File: config.mk
export PLATFORM = sky130hd
export DESIGN_NAME = bezout_coefficient_euclid
export DESIGN_NICKNAME = d
export VERILOG_FILES = /design/src/rtl/bce_pkg.sv /design/src/rtl/bce_datapath.sv /design/src/rtl/bce_ctrl.sv /design/src/rtl/bezout_coefficient_euclid.sv
export SDC_FILE = /design/constraint.sdc
export NUM_CORES = 1
export LEC_CHECK = 0
export ABC_AREA = 1
export BUFFER_PORTS_ARGS = -buffer_cell sky130_fd_sc_hd__buf_2
export CORE_MARGIN = 1
export CORE_UTILIZATION = 54
export DETAILED_ROUTE_END_ITERATION = 12
export MAX_ROUTING_LAYER = met4
export PLACE_DENSITY = 0.72
export SYNTH_ARGS = -nofsm -noshare
export SYNTH_HDL_FRONTEND = slang
export SYNTH_SLANG_ARGS = --single-unit
File: constraint.sdc
create_clock -name aclk -period 9.95 [get_ports aclk]
set_clock_uncertainty 0.2 [all_clocks]
set_input_delay 0.995 -clock aclk [delete_from_list [all_inputs] [get_ports aclk]]
set_output_delay 0.995 -clock aclk [all_outputs]
set_load 0.1 [all_outputs]
File: src/rtl/bce_pkg.sv
`timescale 1ns / 1ps
// ----------------------------------------------------------------------------
// bce_pkg: shared types for the Bezout coefficient unit
// Command and status groups passed between the controller and the datapath.
// ----------------------------------------------------------------------------
package bce_pkg;

    // Width of the returned coefficient port.
    localparam int unsigned COEF_OUT_WIDTH = 32;

    // Commands issued by the controller to the datapath.
    typedef struct packed {
        logic load;       // capture a new operand pair
        logic div_start;  // begin a division of prev_rem by cur_rem
        logic div_step;   // one restoring division step
        logic update;     // advance the remainder and coefficient sequences
    } cmd_t;

    // Status returned by the datapath to the controller.
    typedef struct packed {
        logic cur_zero;   // current remainder is zero
    } status_t;

endpackage

File: src/rtl/bce_datapath.sv
`timescale 1ns / 1ps
// ----------------------------------------------------------------------------
// bce_datapath: remainder and coefficient datapath
// Holds the Euclid sequences and a bit-serial divider that also forms the
// product of the quotient and the current coefficient, one bit per step.
// ----------------------------------------------------------------------------
module bce_datapath #(
    parameter int unsigned OPERAND_WIDTH = 31
) (
    input  logic                               aclk,
    input  bce_pkg::cmd_t                      cmd,
    output bce_pkg::status_t                   status,
    input  logic [OPERAND_WIDTH-1:0]           a_value,
    input  logic [OPERAND_WIDTH-1:0]           b_value,
    output logic [bce_pkg::COEF_OUT_WIDTH-1:0] coefficient
);

    localparam int unsigned W   = OPERAND_WIDTH;
    localparam int unsigned CW  = OPERAND_WIDTH + 1;
    localparam int unsigned EXT = (CW > bce_pkg::COEF_OUT_WIDTH) ? CW : bce_pkg::COEF_OUT_WIDTH;

    logic [W-1:0]         prev_rem_reg, cur_rem_reg;
    logic signed [CW-1:0] prev_coef_reg, cur_coef_reg;
    logic [W-1:0]         div_n_reg, div_r_reg;
    logic [CW-1:0]        acc_reg;

    logic [W:0]           trial;
    logic                 ge;
    logic [W:0]           trial_diff;
    logic signed [EXT-1:0] coef_ext;

    // Shift in the next dividend bit and try to subtract the divisor.
    assign trial      = {div_r_reg, div_n_reg[W-1]};
    assign ge         = trial >= {1'b0, cur_rem_reg};
    assign trial_diff = trial - {1'b0, cur_rem_reg};

    always_ff @(posedge aclk) begin
        if (cmd.load) begin
            prev_rem_reg  <= a_value;
            cur_rem_reg   <= b_value;
            prev_coef_reg <= CW'(1);
            cur_coef_reg  <= '0;
        end
        if (cmd.div_start) begin
            div_n_reg <= prev_rem_reg;
            div_r_reg <= '0;
            acc_reg   <= '0;
        end
        if (cmd.div_step) begin
            div_r_reg <= ge ? trial_diff[W-1:0] : trial[W-1:0];
            div_n_reg <= {div_n_reg[W-2:0], 1'b0};
            // Quotient bits arrive MSB first, so the product is built by
            // doubling and adding; wrapping is harmless since the result fits.
            acc_reg   <= {acc_reg[CW-2:0], 1'b0} + (ge ? cur_coef_reg : '0);
        end
        if (cmd.update) begin
            prev_rem_reg  <= cur_rem_reg;
            cur_rem_reg   <= div_r_reg;
            prev_coef_reg <= cur_coef_reg;
            cur_coef_reg  <= prev_coef_reg - acc_reg;
        end
    end

    assign status.cur_zero = (cur_rem_reg == '0);

    assign coef_ext    = EXT'(prev_coef_reg);
    assign coefficient = coef_ext[bce_pkg::COEF_OUT_WIDTH-1:0];

endmodule

File: src/rtl/bce_ctrl.sv
`timescale 1ns / 1ps
// ----------------------------------------------------------------------------
// bce_ctrl: sequencer for the Bezout coefficient unit
// Runs Euclid rounds, each a bit-serial division followed by an update.
// ----------------------------------------------------------------------------
module bce_ctrl #(
    parameter int unsigned OPERAND_WIDTH = 31
) (
    input  logic             aclk,
    input  logic             aresetn,
    input  logic             s_valid,
    output logic             s_ready,
    output logic             m_valid,
    input  logic             m_ready,
    output bce_pkg::cmd_t    cmd,
    input  bce_pkg::status_t status
);

    localparam int unsigned CNT_W = $clog2(OPERAND_WIDTH);

    typedef enum logic [2:0] {
        ST_IDLE,
        ST_CHECK,
        ST_DIV,
        ST_UPDATE,
        ST_DONE
    } state_t;

    state_t             state_reg, state_next;
    logic [CNT_W-1:0]   cnt_reg, cnt_next;

    always_comb begin
        state_next = state_reg;
        cnt_next   = cnt_reg;
        case (state_reg)
            ST_IDLE: begin
                if (s_valid) state_next = ST_CHECK;
            end
            ST_CHECK: begin
                if (status.cur_zero) begin
                    state_next = ST_DONE;
                end else begin
                    state_next = ST_DIV;
                    cnt_next   = CNT_W'(OPERAND_WIDTH - 1);
                end
            end
            ST_DIV: begin
                if (cnt_reg == '0) state_next = ST_UPDATE;
                else cnt_next = cnt_reg - 1'b1;
            end
            ST_UPDATE: begin
                state_next = ST_CHECK;
            end
            ST_DONE: begin
                if (m_ready) state_next = ST_IDLE;
            end
            default: begin
                state_next = ST_IDLE;
            end
        endcase
    end

    always_ff @(posedge aclk) begin
        if (!aresetn) begin
            state_reg <= ST_IDLE;
            cnt_reg   <= '0;
        end else begin
            state_reg <= state_next;
            cnt_reg   <= cnt_next;
        end
    end

    assign s_ready = (state_reg == ST_IDLE);
    assign m_valid = (state_reg == ST_DONE);

    assign cmd.load      = (state_reg == ST_IDLE) && s_valid;
    assign cmd.div_start = (state_reg == ST_CHECK) && !status.cur_zero;
    assign cmd.div_step  = (state_reg == ST_DIV);
    assign cmd.update    = (state_reg == ST_UPDATE);

endmodule

File: src/rtl/bezout_coefficient_euclid.sv
`timescale 1ns / 1ps
// Throughput: one item at a time; the next input is taken the cycle after the result
//   transfer. The bit-serial divider (one quotient bit per cycle) sets the pace.
// Reset: aresetn is synchronous, active low, and returns the sequencer to idle.
// ----------------------------------------------------------------------------
// bezout_coefficient_euclid: Bezout coefficient unit
// Runs the extended Euclidean algorithm on (a, b) and returns the coefficient
// s of a, so that s*a is congruent to gcd(a, b) modulo b.
// ----------------------------------------------------------------------------
module bezout_coefficient_euclid #(
    parameter int unsigned OPERAND_WIDTH = 31
) (
    input  logic                               aclk,
    input  logic                               aresetn,
    input  logic                               s_valid,
    output logic                               s_ready,
    input  logic [OPERAND_WIDTH-1:0]           s_a_value,
    input  logic [OPERAND_WIDTH-1:0]           s_b_value,
    output logic                               m_valid,
    input  logic                               m_ready,
    output logic [bce_pkg::COEF_OUT_WIDTH-1:0] m_coefficient
);

    // The controller steps through CHECK, DIV and UPDATE for every round.
    // CHECK ends the item when the current remainder is zero; the coefficient
    // of the last nonzero remainder then sits in the datapath and is held
    // there for the whole time the result waits for its transfer.
    bce_pkg::cmd_t    cmd;
    bce_pkg::status_t status;

    bce_ctrl #(
        .OPERAND_WIDTH(OPERAND_WIDTH)
    ) u_ctrl (
        .aclk    (aclk),
        .aresetn (aresetn),
        .s_valid (s_valid),
        .s_ready (s_ready),
        .m_valid (m_valid),
        .m_ready (m_ready),
        .cmd     (cmd),
        .status  (status)
    );

    // The datapath divides with one restoring step per cycle and builds the
    // quotient-times-coefficient product alongside, so no wide multiplier
    // is needed.
    bce_datapath #(
        .OPERAND_WIDTH(OPERAND_WIDTH)
    ) u_datapath (
        .aclk        (aclk),
        .cmd         (cmd),
        .status      (status),
        .a_value     (s_a_value),
        .b_value     (s_b_value),
        .coefficient (m_coefficient)
    );

    // The unit never offers a result while it is taking a new item.
    assert property (@(posedge aclk) disable iff (!aresetn) !(s_ready && m_valid))
        else $error("input ready and result valid high together");

    // After an input transfer the unit is busy and takes no further item.
    assert property (@(posedge aclk) disable iff (!aresetn)
        (s_valid && s_ready) |=> !s_ready)
        else $error("input accepted while an item is in progress");

    // After the result transfer the unit returns to accepting input.
    assert property (@(posedge aclk) disable iff (!aresetn)
        (m_valid && m_ready) |=> (s_ready && !m_valid))
        else $error("unit did not return to idle after result transfer");

    // Neither a division step nor an update runs while the datapath is loading a new item.
    assert property (@(posedge aclk) disable iff (!aresetn)
        !(cmd.load && (cmd.div_step || cmd.update)))
        else $error("load overlaps a division or update");

endmodule
==> qor.txt, run 1 <==
initial drt markers = 954
WS Path Type = reg -> reg
largest net degree at the start of global routing = 93
commonest non-fill, non-tap cells in the layout = nand2_1, inv_1, nor2_1
Arr. time, crit path = 5.12 ns
Max IR drop VDD = 0.161 mV
H-tree levels = 1
ANT nets after route = 0
Clock power frac = 25.2%
Syn Inst Count = 1799
Post-CTS Resized = 0
Pins Over Slew Limit = 0
Top Ports = 100
CORE AREA = 26900 µm²
PwrDens = 260 nW/µm²
chip width = 167 µm
Sw Share = 41.7%
Hold Crit Class = reg -> reg
LEAKAGE = 7.44 nW
most common cell after layout, fill and taps aside = nand2_1
Switch Pwr = 1.79 mW
routed wire length = 38.7 mm
number of port buffers = 99
first-pass GRT wire length = 61.7 mm
max_cap viols = 0
Worst Path Max Fanout = 52
Seq. cell area = 6760 µm²
TritonCTS clock tree = done
Final nets = 2053
fillers = 2405
minimum clock period = 5.02 ns
Hold Buf Count CTS = 0
RD Place Congestion = 0.966
diodes inserted = 0
Comb pwr share = 41.6%
postcts setup bufs = 0
Max Fclk = 199 MHz
Placed Cells = 2203
multi-input logic area = 6950 µm²
Overflow after GRT = 0
sequential area share after synthesis = 45.7%
Cell Int Power = 2.50 mW
Finish-stage setup viols = 0
Syn Area/Cell = 8.21 µm²
Worst-Skew Late Latency = 0.54 ns
DRC Markers = 0
Rel. slew slack = 34.1%
Worst Path Required = 10.05 ns
Seq pwr share = 33.1%
drt first pass iters = 5
Vias/cell = 5.60
worst hold stages = 2
syn nets = 1962
Synthesis Warnings = 0
CP startpoint kind = flop
Worst-path clk slew = 0.06 ns
initial antenna violation count = 0
clock tree root driver cell = clkbuf_16
Die Span Y = 167 µm
RSZ-0062 raised after global routing = no
Clock Path Buffers = 3
Final Non-Filler Cells = 2251
Fin. Hold Viols = 0
status = finished, final reports clean
#FFs+latches synth = 228
Area growth syn-to-layout = 11.7%
Die Area = 28000 µm²
part of the cycle the worst path needs = 50.5%
drt wl/cell = 17.2 µm
type of element capturing the critical path = flop
CTS Sinks = 228
GRT Util Overall = 28.4%
clock buffer count from CTS = 26
Tightest Pin Transition = 0.989 ns
Post-Syn Area = 14800 µm²
via total after detailed routing = 12.6k
initial core utilization = 55.0%
vias in the first global route = 12.1k
Final TNS setup = 0 ns
Synth cell types = 47
HPWL Detailed = 28.3 mm
standard-cell rows = 60
R2R cell count = 22
layout cell share with drive strength beyond 1 = 9.53%
routing by layer:
layer  global-route usage (%)  routed length, µm  vias up
li1                         -                  -     6319
met1                     36.0              17200     5874
met2                     47.7              18800      333
met3                     2.53               1430       79
met4                     9.69               1300        0
met5                        -                  0        -
worst paths after layout:
path	endpoint	startpoint	slack (ns)
max	u_datapath.acc_reg[26]$_SDFFCE_PN0N_	u_datapath.cur_rem_reg[0]$_DFFE_PP_	4.93
min	u_datapath.div_n_reg[0]$_SDFFE_PP0P_	u_datapath.prev_rem_reg[0]$_DFFE_PP_	0.26
max reg2reg	u_datapath.acc_reg[26]$_SDFFCE_PN0N_	u_datapath.cur_rem_reg[0]$_DFFE_PP_	4.93
min reg2reg	u_datapath.div_n_reg[0]$_SDFFE_PP0P_	u_datapath.prev_rem_reg[0]$_DFFE_PP_	0.26
power by group through the flow:
stage / clock network (mW) / registers [mW] / logic (mW)
after global routing: 1.13 / 1.44 / 1.99
after CTS: 1.10 / 1.42 / 1.77
after detailed placement: 0 / 1.44 / 1.76
after floorplan: 0 / 1.56 / 1.22
final: 1.08 / 1.42 / 1.79
after global placement: 0 / 1.43 / 1.74
area by class of cell:
class,instances,share of cell area [%]
Multi-Input combinational cell,1298,42.1
Sequential cell,228,41.0
Inverter,232,5.29
Clock buffer,28,4.12
Timing Repair Buffer,104,3.23
Tap cell,341,2.59
Clock inverter,20,1.69
critical path, stage by stage (launching register included):
cell and delay (ns):
edfxtp_1 0.45, ha_1 0.25, fa_1 0.40, inv_1 0.07
nand2_1 0.04, nand2_1 0.08, nand3_1 0.07, nand2_1 0.09
nand2_1 0.07, nand3_1 0.09, nand2_1 0.10, nand2_4 0.43
inv_2 0.51, nor2_1 0.35, ha_1 0.29, nand3_1 0.08
nand3_1 0.12, a21boi_0 0.38, o21ai_2 0.15, a31oi_1 0.34
nand2_1 0.09, nand2_1 0.07, nor2_1 0.05
per-stage QoR:
| step | cell area [µm²] | setup slack (ns) | hold slack, ns | total power [mW] | utilization (%) |
|---|---|---|---|---|---|
| 2_1_floorplan | 14800 | 3.89 | 0.222 | 2.78 | - |
| 3_3_place_gp | 15500 | 5.08 | 0.233 | 3.17 | 57.8 |
| 3_5_place_dp | 15500 | 4.97 | 0.245 | 3.20 | 57.8 |
| 4_1_cts | 16500 | 4.93 | 0.262 | 4.29 | 61.4 |
| 5_1_grt | 16500 | 4.46 | 0.283 | 4.56 | 61.4 |
| 6_report | 16500 | 4.93 | 0.259 | 4.29 | 61.4 |
logic make-up (layout without fill, tap and decap cells):
kind of cell / count (synthesis) / count (layout) / synth area share, %
AND/OR/NAND/NOR: 757 / 757 / 20.9
AO/OA/AOI/OAI: 423 / 423 / 16.4
buffers and inverters: 273 / 384 / 7.37
flip-flops: 228 / 228 / 45.7
adder cells (fa/ha/maj): 97 / 97 / 8.37
XOR/XNOR: 21 / 21 / 1.24
cells in the mapped netlist, drive strengths merged:
master | n | share of area (%)
nand3 | 66 | 2.2
o21a | 6 | 0.30
clkbuf | 21 | 0.53
nor3b | 1 | 0.051
nand2 | 412 | 11
and3 | 1 | 0.042
a21o | 18 | 0.91
a31o | 1 | 0.059
nor2 | 224 | 5.8
xnor2 | 7 | 0.41
a21oi | 181 | 6.3
a211oi | 2 | 0.10
dfxtp | 9 | 1.2
o211ai | 4 | 0.20
nor4 | 15 | 0.64
a22o | 29 | 1.7
a31oi | 8 | 0.34
xor2 | 14 | 0.83
clkinv | 1 | 0.025
or2 | 5 | 0.21
edfxtp | 219 | 45
o21ai | 154 | 5.4
buf | 20 | 0.94
nor3 | 22 | 0.92
a21boi | 7 | 0.36
inv | 231 | 5.9
nand4 | 9 | 0.38
fa | 3 | 0.41
nand3b | 2 | 0.10
ha | 94 | 8.0
o21bai | 13 | 0.71
(Power assumes the default switching activity.)
==> run 2, diff against run 1 <==
- PLACE_DENSITY: 0.72 -> 0.75
- clock period: 9.95 -> 4.3 ns (I/O delays scaled with it)
==> run 2 against run 1 <==
Critical path depth shrank 2. Via count grew 3.8%. Cell area grew 3.2%. Non-clock buffer count grew 59. Worst setup slack lost 4.7 ns. Critical path type unchanged. Largest cell class unchanged.
==> qor.txt, run 2 (synthesis results as in run 1) <==
status = finished, final reports clean
fillers = 2389
ANT nets after route = 0
Seq pwr share = 33.4%
most common cell after layout, fill and taps aside = nand2_1
Worst-Skew Late Latency = 0.56 ns
Hold Crit Class = in -> reg
via total after detailed routing = 13.1k
drt wl/cell = 18.0 µm
beginning of the critical path = u_datapath.cur_rem_reg[21]$_DFFE_PP_
setup slack after layout = 0.271 ns
Area growth syn-to-layout = 15.3%
GRT Util Overall = 30.5%
layout cell share with drive strength beyond 1 = 9.64%
Worst-path clk slew = 0.07 ns
Arr. time, crit path = 4.13 ns
commonest non-fill, non-tap cells in the layout = nand2_1, inv_1, nor2_1
Finish-stage setup viols = 0
vias in the first global route = 12.7k
WS Path Type = reg -> reg
HPWL Detailed = 30.1 mm
CTS Sinks = 228
CP most frequent cell = nor2_1
Overflow after GRT = 0
largest net degree at the start of global routing = 127
diodes inserted = 0
type of element capturing the critical path = flop
CP Buf/Inv Count = 4
part of the cycle the worst path needs = 93.7%
LEAKAGE = 7.65 nW
initial drt markers = 964
Cell Int Power = 5.65 mW
DRC Markers = 0
Max IR drop VDD = 0.357 mV
Worst Path Max Fanout = 17
Final TNS setup = 0 ns
pre-CTS setup slack = 0.184 ns
RSZ-0062 raised after global routing = no
Clock Path Buffers = 3
Worst Path Required = 4.40 ns
Rel. slew slack = 32.0%
critical-path cell list = inv_1, ha_1, a21oi_1, o21a_1, nand2_1, a21oi_2, nand2_4, inv_6, buf_12, nor2_1, ha_1, nand2_1, inv_1, a21oi_1, nor2_1, nor2_1, nand3_1, a21o_1, nor2_1, nor2_1
Switch Pwr = 4.23 mW
Fin. Hold Viols = 0
H-tree levels = 1
routed wire length = 41.6 mm
clock tree root driver cell = clkbuf_16
Tightest Pin Transition = 1.02 ns
standard-cell rows = 60
first-pass GRT wire length = 65.3 mm
CP startpoint kind = flop
clock buffer count from CTS = 27
Die Span Y = 167 µm
worst r2r src = u_datapath.cur_rem_reg[21]$_DFFE_PP_
chip width = 167 µm
Sw Share = 42.8%
max_cap viols = 0
Final nets = 2113
number of port buffers = 99
slowest CP cell = edfxtp_1
drt first pass iters = 5
Comb pwr share = 43.5%
Top Ports = 100
CP delay by family, top = compound AO/OA/AOI/OAI gates
PwrDens = 580 nW/µm²
initial antenna violation count = 0
slowest stage delay, CP = 0.43 ns
postcts setup bufs = 0
Max Fclk = 248 MHz
Hold Path Origin = aresetn
CORE AREA = 26900 µm²
initial core utilization = 55.0%
Clock power frac = 23.1%
minimum clock period = 4.03 ns
TritonCTS clock tree = done
Pins Over Slew Limit = 0
Die Area = 28000 µm²
RD Place Congestion = 0.964
Vias/cell = 5.66
## run 2: cell count changes in the layout (fill, tap and decap cells not counted), sizes merged
cell         before  now
bufinv            7    2
clkbuf           28   37
inv             231  232
clkinvlp          3    1
dlygate4sd3       0   50
clkinv           11    9
buf             104  113
## run 2: layer usage
| metal | global-route usage (%) | part of all wire, % |
|---|---|---|
| met1 | 37.4 | 42 |
| met2 | 51.0 | 48 |
| met3 | 3.71 | 4.9 |
| met4 | 12.8 | 4.5 |
| met5 | - | 0 |
## run 2: layout make-up
| cell class | instances | area (µm²) | share of cell area [%] |
|---|---|---|---|
| sequential | 228 | 6760 | 39.7 |
| inverter | 232 | 878 | 5.16 |
| multi-input combinational | 1298 | 6990 | 41.0 |
| clock inverter | 12 | 114 | 0.669 |
| clock buffer | 37 | 753 | 4.42 |
| tap | 341 | 427 | 2.51 |
| timing repair buffer | 163 | 1110 | 6.54 |
## run 2: worst min-delay path, stage by stage
cell     delay [ns]
buf_2          0.08
inv_1          0.11
a21oi_1        0.13
## run 2: path summary, 6_finish.rpt
kind / depth (start not counted) / slack [ns] / end
hold reg to reg: 2 / 0.25 / u_datapath.div_n_reg[0]$_SDFFE_PP0P_
setup reg to reg: 20 / 0.27 / u_datapath.acc_reg[25]$_SDFFCE_PN0N_
hold / removal: 3 / 0.02 / u_ctrl.state_reg[2]$_SDFFE_PN0P_
setup / recovery: 20 / 0.27 / u_datapath.acc_reg[25]$_SDFFCE_PN0N_
## run 2: metrics by stage
stage	hold slack, ns	utilization [%]	instances	power [mW]	area (µm²)
floorplan	0.222	-	1799	6.41	14800
global placement	0.229	58.2	2212	7.47	15600
detailed placement	0.238	58.2	2212	7.52	15600
CTS	0.0108	63.3	2311	9.84	17000
global route	0.0296	63.4	2311	10.5	17000
finish	0.0235	63.4	2311	9.87	17000
## run 2: timing repair
item | 4_1_cts | 5_1_grt
gates resized for setup | 0 | 9
hold buffers | 50 | 0
hold endpoints to repair | 50 | 0
setup endpoints to repair | 0 | 18
## run 2: power by group through the flow
stage	sequential [mW]	combinational [mW]	clock [mW]
after global placement	3.32	4.15	0
after floorplan	3.59	2.83	0
after CTS	3.29	4.25	2.30
final	3.29	4.30	2.28
after global routing	3.34	4.75	2.40
after detailed placement	3.33	4.19	0
==> run 3, diff against run 2 <==
- ABC_AREA: 1 -> default
- BUFFER_PORTS_ARGS: -buffer_cell sky130_fd_sc_hd__buf_2 -> -buffer_cell sky130_fd_sc_hd__buf_4
==> run 3 against run 2 <==
The flow now finishes with violations (setup timing). Core utilization grew 11 points. Clock-buffer cell count grew 1. Combinational power is 17% lower. Cell area increased by 10%. Total power shrank 12%. Synthesized cell count decreased by 21%. Fmax fell by 20%. Non-clock buffer count grew 223. Die area shrank 4.8%. Synthesized area decreased by 4.9%. Register-to-register slack worse by 1.0 ns. Wire length down 3.3%. Critical path type unchanged. Highest routed layer unchanged.
==> qor.txt, run 3 <==
layout cell share with drive strength beyond 1 = 26.1%
Final TNS setup = -11.89 ns
WP depth = 19
CP startpoint kind = flop
sequential area share after synthesis = 48.1%
Max Fclk = 197 MHz
initial antenna violation count = 0
busiest grt layer = met2
vias in the first global route = 12.2k
worst r2r dst = u_datapath.acc_reg[30]$_SDFFCE_PN0N_
Comb pwr share = 41.0%
Final nets = 1948
TritonCTS clock tree = done
Worst Path Required = 4.38 ns
R2R cell count = 19
Synth area leader = edfxtp_1
max_cap viols = 0
standard-cell rows = 58
Worst R2R Setup Slack = -0.77 ns
Worst Path Max Fanout = 7
type of element capturing the critical path = flop
top-count cell post-synth = edfxtp_1
Fin. Hold Viols = 0
drt first pass iters = 6
slowest CP cell = a2111oi_4
Syn Area/Cell = 9.85 µm²
diodes inserted = 0
clock tree root driver cell = clkbuf_16
minimum clock period = 5.07 ns
Sw Share = 35.5%
initial core utilization = 55.5%
first-pass GRT wire length = 62.1 mm
Area growth syn-to-layout = 33.6%
most common cell after layout, fill and taps aside = buf_4
Final Util = 74.2%
CORE AREA = 25300 µm²
met3 Use GR = 3.56%
most frequent cells after synthesis = edfxtp_1, nand2_1, nor2_1
worst r2r src = u_datapath.cur_rem_reg[25]$_DFFE_PP_
WS Path Type = reg -> reg
failing checks = setup timing
Syn Inst Count = 1427
Pins Over Slew Limit = 0
Finish-stage setup viols = 24
CP Buf/Inv Count = 1
CP delay by family, top = compound AO/OA/AOI/OAI gates
worst hold stages = 3
drt wl/cell = 18.9 µm
Clock Path Buffers = 3
Top FF cell, synth = edfxtp_1
GR Layer Usage met2 = 48.7%
RD Place Congestion = 0.968
setup slack after layout = -0.767 ns
Max IR drop VDD = 0.371 mV
ANT nets after route = 0
Cell Int Power = 5.63 mW
HPWL Detailed = 26.0 mm
Tightest Pin Transition = 1.08 ns
number of port buffers = 99
CTS Sinks = 228
clock buffer count from CTS = 26
LEAKAGE = 8.31 nW
met1 Use GR = 40.1%
ys async rst share = 0%
status = finished with violations
Vias/cell = 5.87
via total after detailed routing = 12.5k
Post-Syn Area = 14100 µm²
critical-path cell list = inv_2, ha_4, a21o_1, a21o_1, a31o_1, a21o_1, a211o_1, a221o_2, and2_4, ha_4, o211ai_1, o211ai_1, nand4_1, o211ai_1, a2111oi_4, o31ai_4, a311oi_2, xor2_1, nor2_1
Hold Crit Class = in -> reg
Switch Pwr = 3.10 mW
initial drt markers = 1180
part of the cycle the worst path needs = 118%
#FFs+latches synth = 228
syn nets = 1590
Arr. time, crit path = 5.15 ns
Hold Path Origin = s_b_value[27]
hold slack = 0.0166 ns
Rel. slew slack = 28.3%
DRC Markers = 0
number of synthesized flops with an enable pin = 219
Worst-Skew Late Latency = 0.53 ns
largest net degree at the start of global routing = 127
Seq pwr share = 34.2%
chip width = 163 µm
slowest stage delay, CP = 0.51 ns
Die Span Y = 163 µm
H-tree levels = 1
Worst-path clk slew = 0.06 ns
Synth cell types = 70
Clock power frac = 24.8%
Die Area = 26700 µm²
commonest non-fill, non-tap cells in the layout = buf_4, edfxtp_1, nand2_1
Synthesis Warnings = 0
RSZ-0062 raised after global routing = yes
GRT Util Overall = 30.2%
dominant cells by area after synthesis = edfxtp_1, ha_1, nand2_1
Top Ports = 100
worst hold path endpoint = u_datapath.cur_rem_reg[27]$_DFFE_PP_
top cell type's share of synthesized area = 46.8%
routed wire length = 40.2 mm
PwrDens = 465 nW/µm²
Overflow after GRT = 0
==> run 3: cell types whose count changed after synthesis, moves of 12 or more <==
cell / before / now
a21oi_1: 175 / 89
nand2b_1: 0 / 12
nand2_1: 409 / 205
o21ai_0: 126 / 71
clkbuf_1: 21 / 42
inv_1: 226 / 95
o21ai_1: 24 / 4
nor2_1: 220 / 109
and3_1: 1 / 46
and2_1: 0 / 35
nand3_1: 66 / 21
a21o_1: 18 / 47
xnor2_1: 7 / 33
xor2_1: 14 / 34
==> run 3: final cells by class <==
| cell class | count | area [µm²] |
|---|---|---|
| well taps | 330 | 413 |
| inverters | 95 | 357 |
| clock buffers | 38 | 747 |
| fillers | 1677 | 6540 |
| flip-flops and latches | 228 | 6760 |
| clock inverters | 10 | 77.6 |
| repair buffers | 386 | 3070 |
| multi-input cells | 1048 | 7360 |
==> run 3: power by group through the flow <==
stage	sequential (mW)	combinational, mW	clock [mW]
global placement	3.01	3.08	0
global route	3.01	3.87	2.25
floorplan	3.19	1.91	0
CTS	2.97	3.36	2.18
detailed placement	3.01	3.17	0
finish	2.98	3.58	2.16
==> run 3: per-stage QoR <==
step	area [µm²]	power (mW)	worst slack, ns	std cells
after global routing	18800	9.13	-0.999	2135
after floorplan	14300	5.10	-0.497	1427
final	18800	8.73	-0.767	2135
after global placement	16900	6.09	-0.697	2016
after CTS	18500	8.51	-0.621	2127
after detailed placement	16900	6.18	-0.852	2016
==> run 3: worst max-delay path by stage <==
stage	startpoint	to	slack (ns)
6_report	u_datapath.cur_rem_reg[25]$_DFFE_PP_	u_datapath.acc_reg[30]$_SDFFCE_PN0N_	-0.77
5_1_grt	u_datapath.div_n_reg[30]$_DFFE_PN_	u_datapath.acc_reg[30]$_SDFFCE_PN0N_	-1.0
4_1_cts	u_datapath.div_n_reg[30]$_DFFE_PN_	u_datapath.acc_reg[28]$_SDFFCE_PN0N_	-0.62
3_5_place_dp	u_datapath.div_n_reg[30]$_DFFE_PN_	u_datapath.acc_reg[30]$_SDFFCE_PN0N_	-0.85
3_3_place_gp	u_datapath.div_n_reg[30]$_DFFE_PN_	u_datapath.acc_reg[30]$_SDFFCE_PN0N_	-0.70
2_1_floorplan	u_datapath.div_n_reg[30]$_DFFE_PN_	u_datapath.acc_reg[30]$_SDFFCE_PN0N_	-0.50
==> run 3: cells by family (layout without fill, tap and decap cells) <==
logic type,Yosys count,count (layout),synth area share [%]
AND/OR/NAND/NOR,522,522,17.5
AO/OA/AOI/OAI,355,356,16.8
flip-flops,228,228,48.1
buffers and inverters,152,529,4.25
adder cells (fa/ha/maj),97,97,8.79
XOR/XNOR,67,67,4.17
multiplexers,6,6,0.427
==> run 3: worst reg2reg max path: stages, from the launching register on <==
cell and delay (ns):
edfxtp_1 0.41, inv_2 0.11, ha_4 0.21, a21o_1 0.19, a21o_1 0.19, a31o_1 0.22
a21o_1 0.17, a211o_1 0.32, a221o_2 0.46, and2_4 0.22, ha_4 0.21, o211ai_1 0.30
o211ai_1 0.18, nand4_1 0.12, o211ai_1 0.18, a2111oi_4 0.51, o31ai_4 0.14, a311oi_2 0.26
xor2_1 0.17, nor2_1 0.05
==> run 3: timing repair <==
action / in CTS / in global routing
hold buffers: 48 / 0
hold endpoints to repair: 52 / 0
resized for setup: 30 / 39
setup buffers: 16 / 10
setup endpoints to repair: 23 / 25
pin swaps: 30 / 28
gates cloned: 1 / 0
==> run 3: metal layers <==
| layer | vias up | wire (µm) |
|---|---|---|
| li1 | 5939 | - |
| met1 | 6031 | 17400 |
| met2 | 471 | 19400 |
| met3 | 84 | 2390 |
| met4 | 0 | 1130 |
| met5 | - | 0 |
